File: src/hw/rtl/dis_pkg.sv
// Shared types and constants for the disjoint interval set.
// Holds the sequencer states, the command and status codes and the result record.
// Depends on nothing.
package dis_pkg;

    localparam int MAX_INTERVALS_DEF = 32;
    localparam int VALUE_BITS_DEF    = 16;
    localparam int FIELD_W           = 16;
    localparam int COUNT_W           = 6;

    typedef enum logic {
        CMD_ADD  = 1'b0,
        CMD_DUMP = 1'b1
    } t_cmd;

    typedef enum logic [1:0] {
        STAT_OK    = 2'd0,
        STAT_FULL  = 2'd1,
        STAT_EMPTY = 2'd2
    } t_status;

    typedef enum logic [2:0] {
        S_IDLE,
        S_SCAN,
        S_DECIDE,
        S_SHDN,
        S_SHUP,
        S_INS,
        S_DUMP,
        S_RESULT
    } t_state;

    typedef struct packed {
        logic [FIELD_W-1:0] lo;
        logic [FIELD_W-1:0] hi;
        logic               last;
        t_status            status;
        logic [COUNT_W-1:0] count;
    } t_result;

endpackage

File: src/hw/rtl/dis_mem.sv
// Interval table storage: one write port and one read port with registered read data.
// Each word holds the low bound above the high bound. No package dependencies.
module dis_mem #(
    parameter int DEPTH = 32,
    parameter int WIDTH = 32
) (
    input  logic                     i_clk,
    input  logic                     i_we,
    input  logic [$clog2(DEPTH)-1:0] i_waddr,
    input  logic [WIDTH-1:0]         i_wdata,
    input  logic                     i_re,
    input  logic [$clog2(DEPTH)-1:0] i_raddr,
    output logic [WIDTH-1:0]         o_rdata
);

    logic [WIDTH-1:0] r_mem [DEPTH];
    logic [WIDTH-1:0] r_rdata;

    always_ff @(posedge i_clk) begin
        if (i_we) begin
            r_mem[i_waddr] <= i_wdata;
        end
    end

    // hold read data until the next read
    always_ff @(posedge i_clk) begin
        if (i_re) begin
            r_rdata <= r_mem[i_raddr];
        end
    end

    assign o_rdata = r_rdata;

endmodule

File: src/hw/rtl/dis_seq.sv
// Sequencer for the interval table: scan for position, merge, shift and dump.
// Depends on dis_pkg and drives one dis_mem instance.
module dis_seq #(
    parameter int MAX_INTERVALS = dis_pkg::MAX_INTERVALS_DEF,
    parameter int VAL_W         = dis_pkg::VALUE_BITS_DEF
) (
    input  logic                         i_clk,
    input  logic                         i_rst_n,
    input  logic                         i_in_valid,
    output logic                         o_in_ready,
    input  logic                         i_cmd,
    input  logic [dis_pkg::FIELD_W-1:0]  i_value,
    output logic                         o_res_valid,
    input  logic                         i_res_ready,
    output dis_pkg::t_result             o_res
);
    import dis_pkg::*;

    localparam int AW = $clog2(MAX_INTERVALS);
    localparam int CW = $clog2(MAX_INTERVALS + 1);
    localparam int EW = 2 * VAL_W;

    t_state            r_state, n_state;
    logic [CW-1:0]     r_n, n_n;
    logic [AW-1:0]     r_k, n_k;
    logic [CW-1:0]     r_i, n_i;
    logic [VAL_W-1:0]  r_v, n_v;
    logic [VAL_W-1:0]  r_prev_lo, n_prev_lo, r_prev_hi, n_prev_hi;
    logic [VAL_W-1:0]  r_cur_lo, n_cur_lo, r_cur_hi, n_cur_hi;
    t_result           r_res, n_res;

    logic              mem_we, mem_re;
    logic [AW-1:0]     mem_waddr, mem_raddr;
    logic [EW-1:0]     mem_wdata, mem_rdata;
    logic [VAL_W-1:0]  rd_lo, rd_hi;

    logic [CW-1:0]     k_ext, k_next, i_m1, i_p1, n_m1, n_p1;
    logic [VAL_W:0]    prev_hi_p1, v_p1;
    logic              has_prev, has_cur, covered, touch_l, touch_r, dump_last;

    dis_mem #(
        .DEPTH (MAX_INTERVALS),
        .WIDTH (EW)
    ) u_mem (
        .i_clk   (i_clk),
        .i_we    (mem_we),
        .i_waddr (mem_waddr),
        .i_wdata (mem_wdata),
        .i_re    (mem_re),
        .i_raddr (mem_raddr),
        .o_rdata (mem_rdata)
    );

    function automatic t_result mk_res(input logic [VAL_W-1:0] lo, input logic [VAL_W-1:0] hi,
                                       input logic last, input t_status st,
                                       input logic [CW-1:0] cnt);
        t_result res;
        res.lo     = FIELD_W'(lo);
        res.hi     = FIELD_W'(hi);
        res.last   = last;
        res.status = st;
        res.count  = COUNT_W'(cnt);
        return res;
    endfunction

    assign rd_lo      = mem_rdata[EW-1:VAL_W];
    assign rd_hi      = mem_rdata[VAL_W-1:0];
    assign k_ext      = CW'(r_k);
    assign k_next     = k_ext + 1'b1;
    assign i_m1       = r_i - 1'b1;
    assign i_p1       = r_i + 1'b1;
    assign n_m1       = r_n - 1'b1;
    assign n_p1       = r_n + 1'b1;
    assign prev_hi_p1 = {1'b0, r_prev_hi} + 1'b1;
    assign v_p1       = {1'b0, r_v} + 1'b1;
    assign has_prev   = (r_i != '0);
    assign has_cur    = (r_i < r_n);
    assign covered    = has_prev && (r_prev_hi >= r_v);
    assign touch_l    = has_prev && (prev_hi_p1 == {1'b0, r_v});
    assign touch_r    = has_cur && (v_p1 == {1'b0, r_cur_lo});
    assign dump_last  = (k_next == r_n);

    always_comb begin
        n_state   = r_state;
        n_n       = r_n;
        n_k       = r_k;
        n_i       = r_i;
        n_v       = r_v;
        n_prev_lo = r_prev_lo;
        n_prev_hi = r_prev_hi;
        n_cur_lo  = r_cur_lo;
        n_cur_hi  = r_cur_hi;
        n_res     = r_res;
        mem_we    = 1'b0;
        mem_waddr = '0;
        mem_wdata = '0;
        mem_re    = 1'b0;
        mem_raddr = '0;
        o_in_ready  = 1'b0;
        o_res_valid = 1'b0;
        o_res       = r_res;
        case (r_state)
            S_IDLE: begin
                o_in_ready = 1'b1;
                if (i_in_valid) begin
                    n_v = i_value[VAL_W-1:0];
                    n_k = '0;
                    n_i = '0;
                    if (r_n == '0) begin
                        if (i_cmd == CMD_DUMP) begin
                            n_res   = mk_res('0, '0, 1'b1, STAT_EMPTY, '0);
                            n_state = S_RESULT;
                        end else begin
                            n_state = S_DECIDE;
                        end
                    end else begin
                        mem_re  = 1'b1;
                        n_state = (i_cmd == CMD_DUMP) ? S_DUMP : S_SCAN;
                    end
                end
            end
            S_SCAN: begin
                // count the intervals that start at or below the value
                if (rd_lo <= r_v) begin
                    n_prev_lo = rd_lo;
                    n_prev_hi = rd_hi;
                    if (k_next == r_n) begin
                        n_i     = r_n;
                        n_state = S_DECIDE;
                    end else begin
                        mem_re    = 1'b1;
                        mem_raddr = k_next[AW-1:0];
                        n_k       = k_next[AW-1:0];
                    end
                end else begin
                    n_cur_lo = rd_lo;
                    n_cur_hi = rd_hi;
                    n_i      = k_ext;
                    n_state  = S_DECIDE;
                end
            end
            S_DECIDE: begin
                n_state = S_RESULT;
                if (covered) begin
                    n_res = mk_res(r_prev_lo, r_prev_hi, 1'b1, STAT_OK, r_n);
                end else if (touch_l && touch_r) begin
                    // merge into the left neighbor, then close the gap
                    mem_we    = 1'b1;
                    mem_waddr = i_m1[AW-1:0];
                    mem_wdata = {r_prev_lo, r_cur_hi};
                    n_n       = n_m1;
                    n_res     = mk_res(r_prev_lo, r_cur_hi, 1'b1, STAT_OK, n_m1);
                    if (i_p1 < r_n) begin
                        mem_re    = 1'b1;
                        mem_raddr = i_p1[AW-1:0];
                        n_k       = i_p1[AW-1:0];
                        n_state   = S_SHDN;
                    end
                end else if (touch_l) begin
                    mem_we    = 1'b1;
                    mem_waddr = i_m1[AW-1:0];
                    mem_wdata = {r_prev_lo, r_v};
                    n_res     = mk_res(r_prev_lo, r_v, 1'b1, STAT_OK, r_n);
                end else if (touch_r) begin
                    mem_we    = 1'b1;
                    mem_waddr = r_i[AW-1:0];
                    mem_wdata = {r_v, r_cur_hi};
                    n_res     = mk_res(r_v, r_cur_hi, 1'b1, STAT_OK, r_n);
                end else if (r_n == CW'(MAX_INTERVALS)) begin
                    n_res = mk_res('0, '0, 1'b1, STAT_FULL, r_n);
                end else begin
                    n_n   = n_p1;
                    n_res = mk_res(r_v, r_v, 1'b1, STAT_OK, n_p1);
                    if (r_n > r_i) begin
                        // open a slot: move the upper entries up, top first
                        mem_re    = 1'b1;
                        mem_raddr = n_m1[AW-1:0];
                        n_k       = n_m1[AW-1:0];
                        n_state   = S_SHUP;
                    end else begin
                        mem_we    = 1'b1;
                        mem_waddr = r_i[AW-1:0];
                        mem_wdata = {r_v, r_v};
                    end
                end
            end
            S_SHDN: begin
                mem_we    = 1'b1;
                mem_waddr = r_k - 1'b1;
                mem_wdata = mem_rdata;
                if (k_ext < r_n) begin
                    mem_re    = 1'b1;
                    mem_raddr = k_next[AW-1:0];
                    n_k       = k_next[AW-1:0];
                end else begin
                    n_state = S_RESULT;
                end
            end
            S_SHUP: begin
                mem_we    = 1'b1;
                mem_waddr = k_next[AW-1:0];
                mem_wdata = mem_rdata;
                if (k_ext > r_i) begin
                    mem_re    = 1'b1;
                    mem_raddr = r_k - 1'b1;
                    n_k       = r_k - 1'b1;
                end else begin
                    n_state = S_INS;
                end
            end
            S_INS: begin
                mem_we    = 1'b1;
                mem_waddr = r_i[AW-1:0];
                mem_wdata = {r_v, r_v};
                n_state   = S_RESULT;
            end
            S_DUMP: begin
                o_res_valid = 1'b1;
                o_res       = mk_res(rd_lo, rd_hi, dump_last, STAT_OK, r_n);
                if (i_res_ready) begin
                    if (dump_last) begin
                        n_state = S_IDLE;
                    end else begin
                        mem_re    = 1'b1;
                        mem_raddr = k_next[AW-1:0];
                        n_k       = k_next[AW-1:0];
                    end
                end
            end
            S_RESULT: begin
                o_res_valid = 1'b1;
                if (i_res_ready) begin
                    n_state = S_IDLE;
                end
            end
            default: begin
                n_state = S_IDLE;
            end
        endcase
    end

    always_ff @(posedge i_clk) begin
        if (!i_rst_n) begin
            r_state <= S_IDLE;
            r_n     <= '0;
        end else begin
            r_state <= n_state;
            r_n     <= n_n;
        end
    end

    always_ff @(posedge i_clk) begin
        r_k       <= n_k;
        r_i       <= n_i;
        r_v       <= n_v;
        r_prev_lo <= n_prev_lo;
        r_prev_hi <= n_prev_hi;
        r_cur_lo  <= n_cur_lo;
        r_cur_hi  <= n_cur_hi;
        r_res     <= n_res;
    end

`ifndef SYNTHESIS
    a_count_in_range: assert property (@(posedge i_clk) disable iff (!i_rst_n)
        r_n <= CW'(MAX_INTERVALS))
        else $error("interval count exceeds table depth");

    a_no_same_addr: assert property (@(posedge i_clk) disable iff (!i_rst_n)
        (mem_we && mem_re) |-> (mem_waddr != mem_raddr))
        else $error("table read and write at the same entry");

    a_dump_stall_holds: assert property (@(posedge i_clk) disable iff (!i_rst_n)
        (r_state == S_DUMP && !i_res_ready) |=> (r_state == S_DUMP && $stable(r_k)))
        else $error("dump advanced while the result was stalled");

    a_shift_in_table: assert property (@(posedge i_clk) disable iff (!i_rst_n)
        (r_state == S_SHUP) |-> (k_ext < r_n && k_ext >= r_i))
        else $error("shift reads outside the occupied table");
`endif

endmodule

File: src/hw/rtl/disjoint_interval_set.sv
// Disjoint interval set, top level: stream ports and the output register.
// Depends on dis_pkg, dis_seq and dis_mem.
//
// Usage: the slave channel takes one command item: tuser is the command
// (0 add the value in tdata, 1 dump the table). The master channel returns
// results: tdata carries the interval bounds and the entry count, tuser the
// status (ok, table full with value dropped, table empty) and tlast marks
// the final result of a command. An add yields one result; a dump yields one
// result per stored interval in ascending order, or one empty-status result.
// Sequence: an add reads one table entry per cycle up to the first interval
// that starts above the value (an add to an empty table reads none), then
// decides, moves the entries above when an interval is inserted or two are
// merged, writes an inserted interval that moved entries, and posts the
// result. A dump posts its first result once the first entry is read and
// one per cycle after that while the receiver takes them.
// The next command is taken the cycle after the previous one's last result
// has moved into the output register.
// A stalled receiver holds the output register and the sequencer; nothing is
// lost. Reset empties the table by clearing the entry count; the table needs
// no clearing pass.
module disjoint_interval_set #(
    parameter int MAX_INTERVALS = dis_pkg::MAX_INTERVALS_DEF,
    parameter int VALUE_BITS    = dis_pkg::VALUE_BITS_DEF
) (
    input  logic        i_clk,
    input  logic        i_rst_n,
    input  logic        i_s_axis_tvalid,
    output logic        o_s_axis_tready,
    input  logic [15:0] i_s_axis_tdata,   // [15:0] value
    input  logic        i_s_axis_tuser,   // [0] cmd
    output logic        o_m_axis_tvalid,
    input  logic        i_m_axis_tready,
    output logic [39:0] o_m_axis_tdata,   // [15:0] interval_low, [31:16] interval_high,
                                          // [37:32] entry_count, [39:38] zero
    output logic        o_m_axis_tlast,
    output logic [1:0]  o_m_axis_tuser    // [1:0] status
);
    import dis_pkg::*;

    localparam int VAL_W = (VALUE_BITS < FIELD_W) ? VALUE_BITS : FIELD_W;

    logic    res_valid, res_ready;
    t_result res;
    logic    r_ov;
    t_result r_out;

    dis_seq #(
        .MAX_INTERVALS (MAX_INTERVALS),
        .VAL_W         (VAL_W)
    ) u_seq (
        .i_clk       (i_clk),
        .i_rst_n     (i_rst_n),
        .i_in_valid  (i_s_axis_tvalid),
        .o_in_ready  (o_s_axis_tready),
        .i_cmd       (i_s_axis_tuser),
        .i_value     (i_s_axis_tdata),
        .o_res_valid (res_valid),
        .i_res_ready (res_ready),
        .o_res       (res)
    );

    assign res_ready = !r_ov || i_m_axis_tready;

    always_ff @(posedge i_clk) begin
        if (!i_rst_n) begin
            r_ov <= 1'b0;
        end else if (res_ready) begin
            r_ov <= res_valid;
        end
    end

    // load a new item whenever the register is free or being drained
    always_ff @(posedge i_clk) begin
        if (res_ready && res_valid) begin
            r_out <= res;
        end
    end

    assign o_m_axis_tvalid = r_ov;
    assign o_m_axis_tdata  = {2'b00, r_out.count, r_out.hi, r_out.lo};
    assign o_m_axis_tlast  = r_out.last;
    assign o_m_axis_tuser  = r_out.status;

endmodule
File: config.mk
export PLATFORM = sky130hd
export DESIGN_NAME = disjoint_interval_set
export DESIGN_NICKNAME = d
export VERILOG_FILES = /design/src/hw/rtl/dis_pkg.sv /design/src/hw/rtl/dis_mem.sv /design/src/hw/rtl/dis_seq.sv /design/src/hw/rtl/disjoint_interval_set.sv
export SDC_FILE = /design/constraint.sdc
export NUM_CORES = 1
export LEC_CHECK = 0
export BUFFER_PORTS_ARGS = -buffer_cell sky130_fd_sc_hd__buf_2
export CORE_MARGIN = 2
export CORE_UTILIZATION = 60
export CTS_BUF_LIST = sky130_fd_sc_hd__clkbuf_2 sky130_fd_sc_hd__clkbuf_4 sky130_fd_sc_hd__clkbuf_8
export DETAILED_ROUTE_END_ITERATION = 7
export PLACE_DENSITY_LB_ADDON = 0.3
export RECOVER_POWER = 25
export SLEW_MARGIN = 25
export SYNTH_ARGS = -nofsm -noshare
export SYNTH_HDL_FRONTEND = slang
export SYNTH_HIERARCHICAL = 1
export SYNTH_SLANG_ARGS = --single-unit
File: constraint.sdc
create_clock -name i_clk -period 8.9 [get_ports i_clk]
set_clock_uncertainty 0.2 [all_clocks]
set_input_delay 0.445 -clock i_clk [delete_from_list [all_inputs] [get_ports i_clk]]
set_output_delay 0.445 -clock i_clk [all_outputs]
set_load 0.01 [all_outputs]
==> flow_metrics.tcl <==
set metrics [dict create \
    p_int_mw 13.2 \
    pin_count 66 \
    cellLeakagePower_nw 19.2 \
    swShare 0.388 \
    coreArea_mm2 0.0865 \
    antenna_found_initial 4 \
    start_kind "flip-flop" \
    seq_power_share 0.403 \
    root_buffer "clkbuf_8" \
    cts_sinks 1238 \
    synth_edf_count 1228 \
    critPathKind "flip-flop to flip-flop" \
    clock_path_buffers 3 \
    hp-start "i_s_axis_tdata[12]" \
    dieArea_mm2 0.0894 \
    p_per_area_mw_per_mm2 371 \
    multiInputGateArea_mm2 0.0142 \
    cp.arrival_ps 8340 \
    power_mw 21.6 \
    tns_ps 0 \
    grt_pass1_wl_mm 206 \
    fin_nets 3687 \
    gp_congestion 0.935 \
    ys.warnings.count 6 \
    crit_family "simple AND/OR/NAND/NOR gates" \
    via_count 32100 \
    start_util 0.604 \
    setup_viol 0 \
    fmax_mhz 126 \
    numCtsBuffers 187 \
    drtIter0Drc 4214 \
    status "finished with violations" \
    r2r-start "u_seq/r_i[0]" \
    switching_power_mw 8.37 \
    viasPerCell 6.56 \
    syn_inst 3397 \
    syn_area_per_cell_um2 15.4 \
    post_cts_buffers 0 \
    synth.distinct_cells 83 \
    synth_async_sr_flop_share 0 \
    die_width_um 299 \
    post-route-period-util 0.892 \
    clock_latency_ps 900 \
    seq_area_frac_synth 0.710 \
    place_area_mm2 0.0546 \
    cp_slowest_cell "nor2_4" \
    cts.htree.levels 4 \
    hold_depth 2 \
    cts_tree "yes" \
    clkTransAtPathRegs_ps 70 \
    irDropWorstVdd_mv 0.469 \
    r2r_end "u_seq/u_mem/o_rdata[3]" \
    ff_latch_area_mm2 0.0371 \
    crit_required_ps 9300 \
    final_cells 4899 \
    chipHeight_um 299 \
    dp_hpwl_mm 86.1 \
    syn_to_final_growth_pct 11.7 \
    violations "max-capacitance violations, max-slew violations" \
    end_kind "flip-flop" \
    place_inst 4542 \
    port_buffers 63 \
    synth_top_area_share 0.706 \
    crit_chain "inv_1, ha_1, or3b_1, nor3_1, or4_1, or4_1, a2111oi_4, nand3_1, inv_1, ha_1, buf_4, nor2_1, and3_1, o21ai_0, o22ai_1, nor2_4, buf_4, a22o_1, nor3_1, a31oi_1, nand3_1" \
    crit_fanout 24 \
    cpPeakStageDelay_ps 840 \
    slew_viol_final 634 \
    routed_wirelength_mm 141 \
    crit_buf_inv 4 \
    rsz0062_at_grt "no" \
    ant_nets 0 \
    clkPwrFrac 0.211 \
    ff2ff_setup_slack_ps 960 \
    synth_ff_type "edfxtp_1" \
    p_comb_frac 0.386 \
    fin_area_mm2 0.0583 \
    grt.total_usage 0.314 \
    grt_max_degree 76 \
    worst_slew_pin_slew_ps 3100 \
    post-route-min-period_ps 7940 \
    hold_class "input pin to flip-flop" \
    synthTopCellsByArea "edfxtp_1 71%, mux2i_1 10%, nand2_1 1.8%" \
    drt_first_pass_iters 6 \
    max_slew_margin -1.06 \
    drv_cap 19 \
    grt_overflow_total 0 \
    layout_commonest_cell "edfxtp_1" \
    layout_common_cells "1,228 x edfxtp_1, 523 x mux2i_1, 256 x nand2_1" \
    drive_gt1_frac 0.132 \
    grt_pass1_vias 31600 \
    synth_seq_cells 1238 \
    reg2reg_depth 21 \
    fill_cells 5927 \
    hold_ws_ps 85.7 \
    wire_per_inst_um 28.8 \
    rows 108 \
    cts-resized-gates 0 \
    synth.cell_area_mm2 0.0522 \
    synth_top_area_cell "edfxtp_1" \
    min_delay_worst_endpoint "u_seq/r_v[12]" \
    hold_viol_final 0 \
    drc 0 \
]
worst max-delay path by stage:
stage	startpoint	end	slack, ps	cells after the start
2_1_floorplan	u_seq/r_i[0]	u_seq/u_mem/r_mem[17][0]	2560	16
4_1_cts	u_seq/r_i[0]	u_seq/u_mem/o_rdata[3]	1360	21
6_report	u_seq/r_i[0]	u_seq/u_mem/o_rdata[3]	960	21
3_3_place_gp	u_seq/r_i[0]	u_seq/u_mem/o_rdata[3]	1570	21
3_5_place_dp	u_seq/r_i[0]	u_seq/u_mem/o_rdata[3]	1360	21
5_1_grt	u_seq/r_i[0]	u_seq/u_mem/o_rdata[3]	690	21
power groups by stage:
| stage | Combinational (mW) | Clock, mW | Sequential [mW] |
|---|---|---|---|
| finish | 8.34 | 4.56 | 8.71 |
| detailed placement | 8.21 | 0 | 8.77 |
| CTS | 8.24 | 4.61 | 8.65 |
| floorplan | 5.40 | 0 | 8.48 |
| global placement | 7.98 | 0 | 8.75 |
| global route | 8.81 | 4.87 | 8.75 |
registers in the layout, summed over array words and instances (netlist names), 16 cells and up:
name                 count
u_seq/r_v               16
u_seq/r_res             40
u_seq/r_cur_hi          16
u_seq/r_prev_hi         16
u_seq/r_prev_lo         16
u_seq/u_mem/o_rdata     32
u_seq/u_mem/r_mem     1024
o_m_axis_tdata          38
u_seq/r_cur_lo          16
synth_stat cells (8+ instances only):
cell,number
a22o_1,64
buf_1,9
nor2b_1,16
nor2_1,96
a221o_1,33
a21oi_1,147
nand2_1,257
o211ai_1,9
dfxtp_1,10
buf_2,46
o31ai_1,8
a22oi_1,117
edfxtp_1,1228
nand3b_1,8
buf_4,36
buf_6,18
xnor2_1,44
a21o_1,12
nor4_1,9
o21ai_0,53
nand3_1,139
ha_1,68
nand2b_1,18
and3_1,23
xor2_1,18
a211oi_1,13
mux2i_1,523
inv_1,50
clkbuf_1,88
nor3_1,55
and2_1,23
nand4_1,15
a31oi_1,44
logic make-up after synthesis:
| kind of cell | Yosys count | synth area share |
|---|---|---|
| simple gates | 689 | 0.0624 |
| buf+inv | 253 | 0.0246 |
| fa+ha+maj | 68 | 0.0163 |
| mux | 525 | 0.101 |
| flops | 1238 | 0.710 |
| xor+xnor | 63 | 0.0107 |
| compound gates | 560 | 0.0750 |
| other cells | 1 | 0.0000718 |
stage by stage:
step	worst slack [ps]	util
after floorplan	2560	-
after global placement	1570	0.630
after detailed placement	1360	0.631
after CTS	1360	0.675
after global routing	686	0.674
final	957	0.674
per-layer routing:
| metal | part of all wire | up-vias | track usage |
|---|---|---|---|
| met4 | 0.032 | 0 | 0.115 |
| met1 | 0.39 | 16000 | 0.441 |
| met5 | 0 | - | 0 |
| met2 | 0.47 | 2137 | 0.496 |
| met3 | 0.11 | 304 | 0.0600 |
| li1 | - | 13700 | - |
layout make-up:
type                       instances  area share
inverter                          53     0.00341
sequential                      1238       0.636
clock buffer                     242      0.0514
tap                             1155      0.0248
multi-input combinational       1907       0.244
clock inverter                    92      0.0106
antenna                            1   0.0000429
timing repair buffer             211      0.0298
repair_timing:
item,4_1_cts,5_1_grt
hold endpoints to repair,26,0
setup endpoints to repair,0,0
hold buffers,19,0
Note: power is estimated with default switching activity, not from simulation.
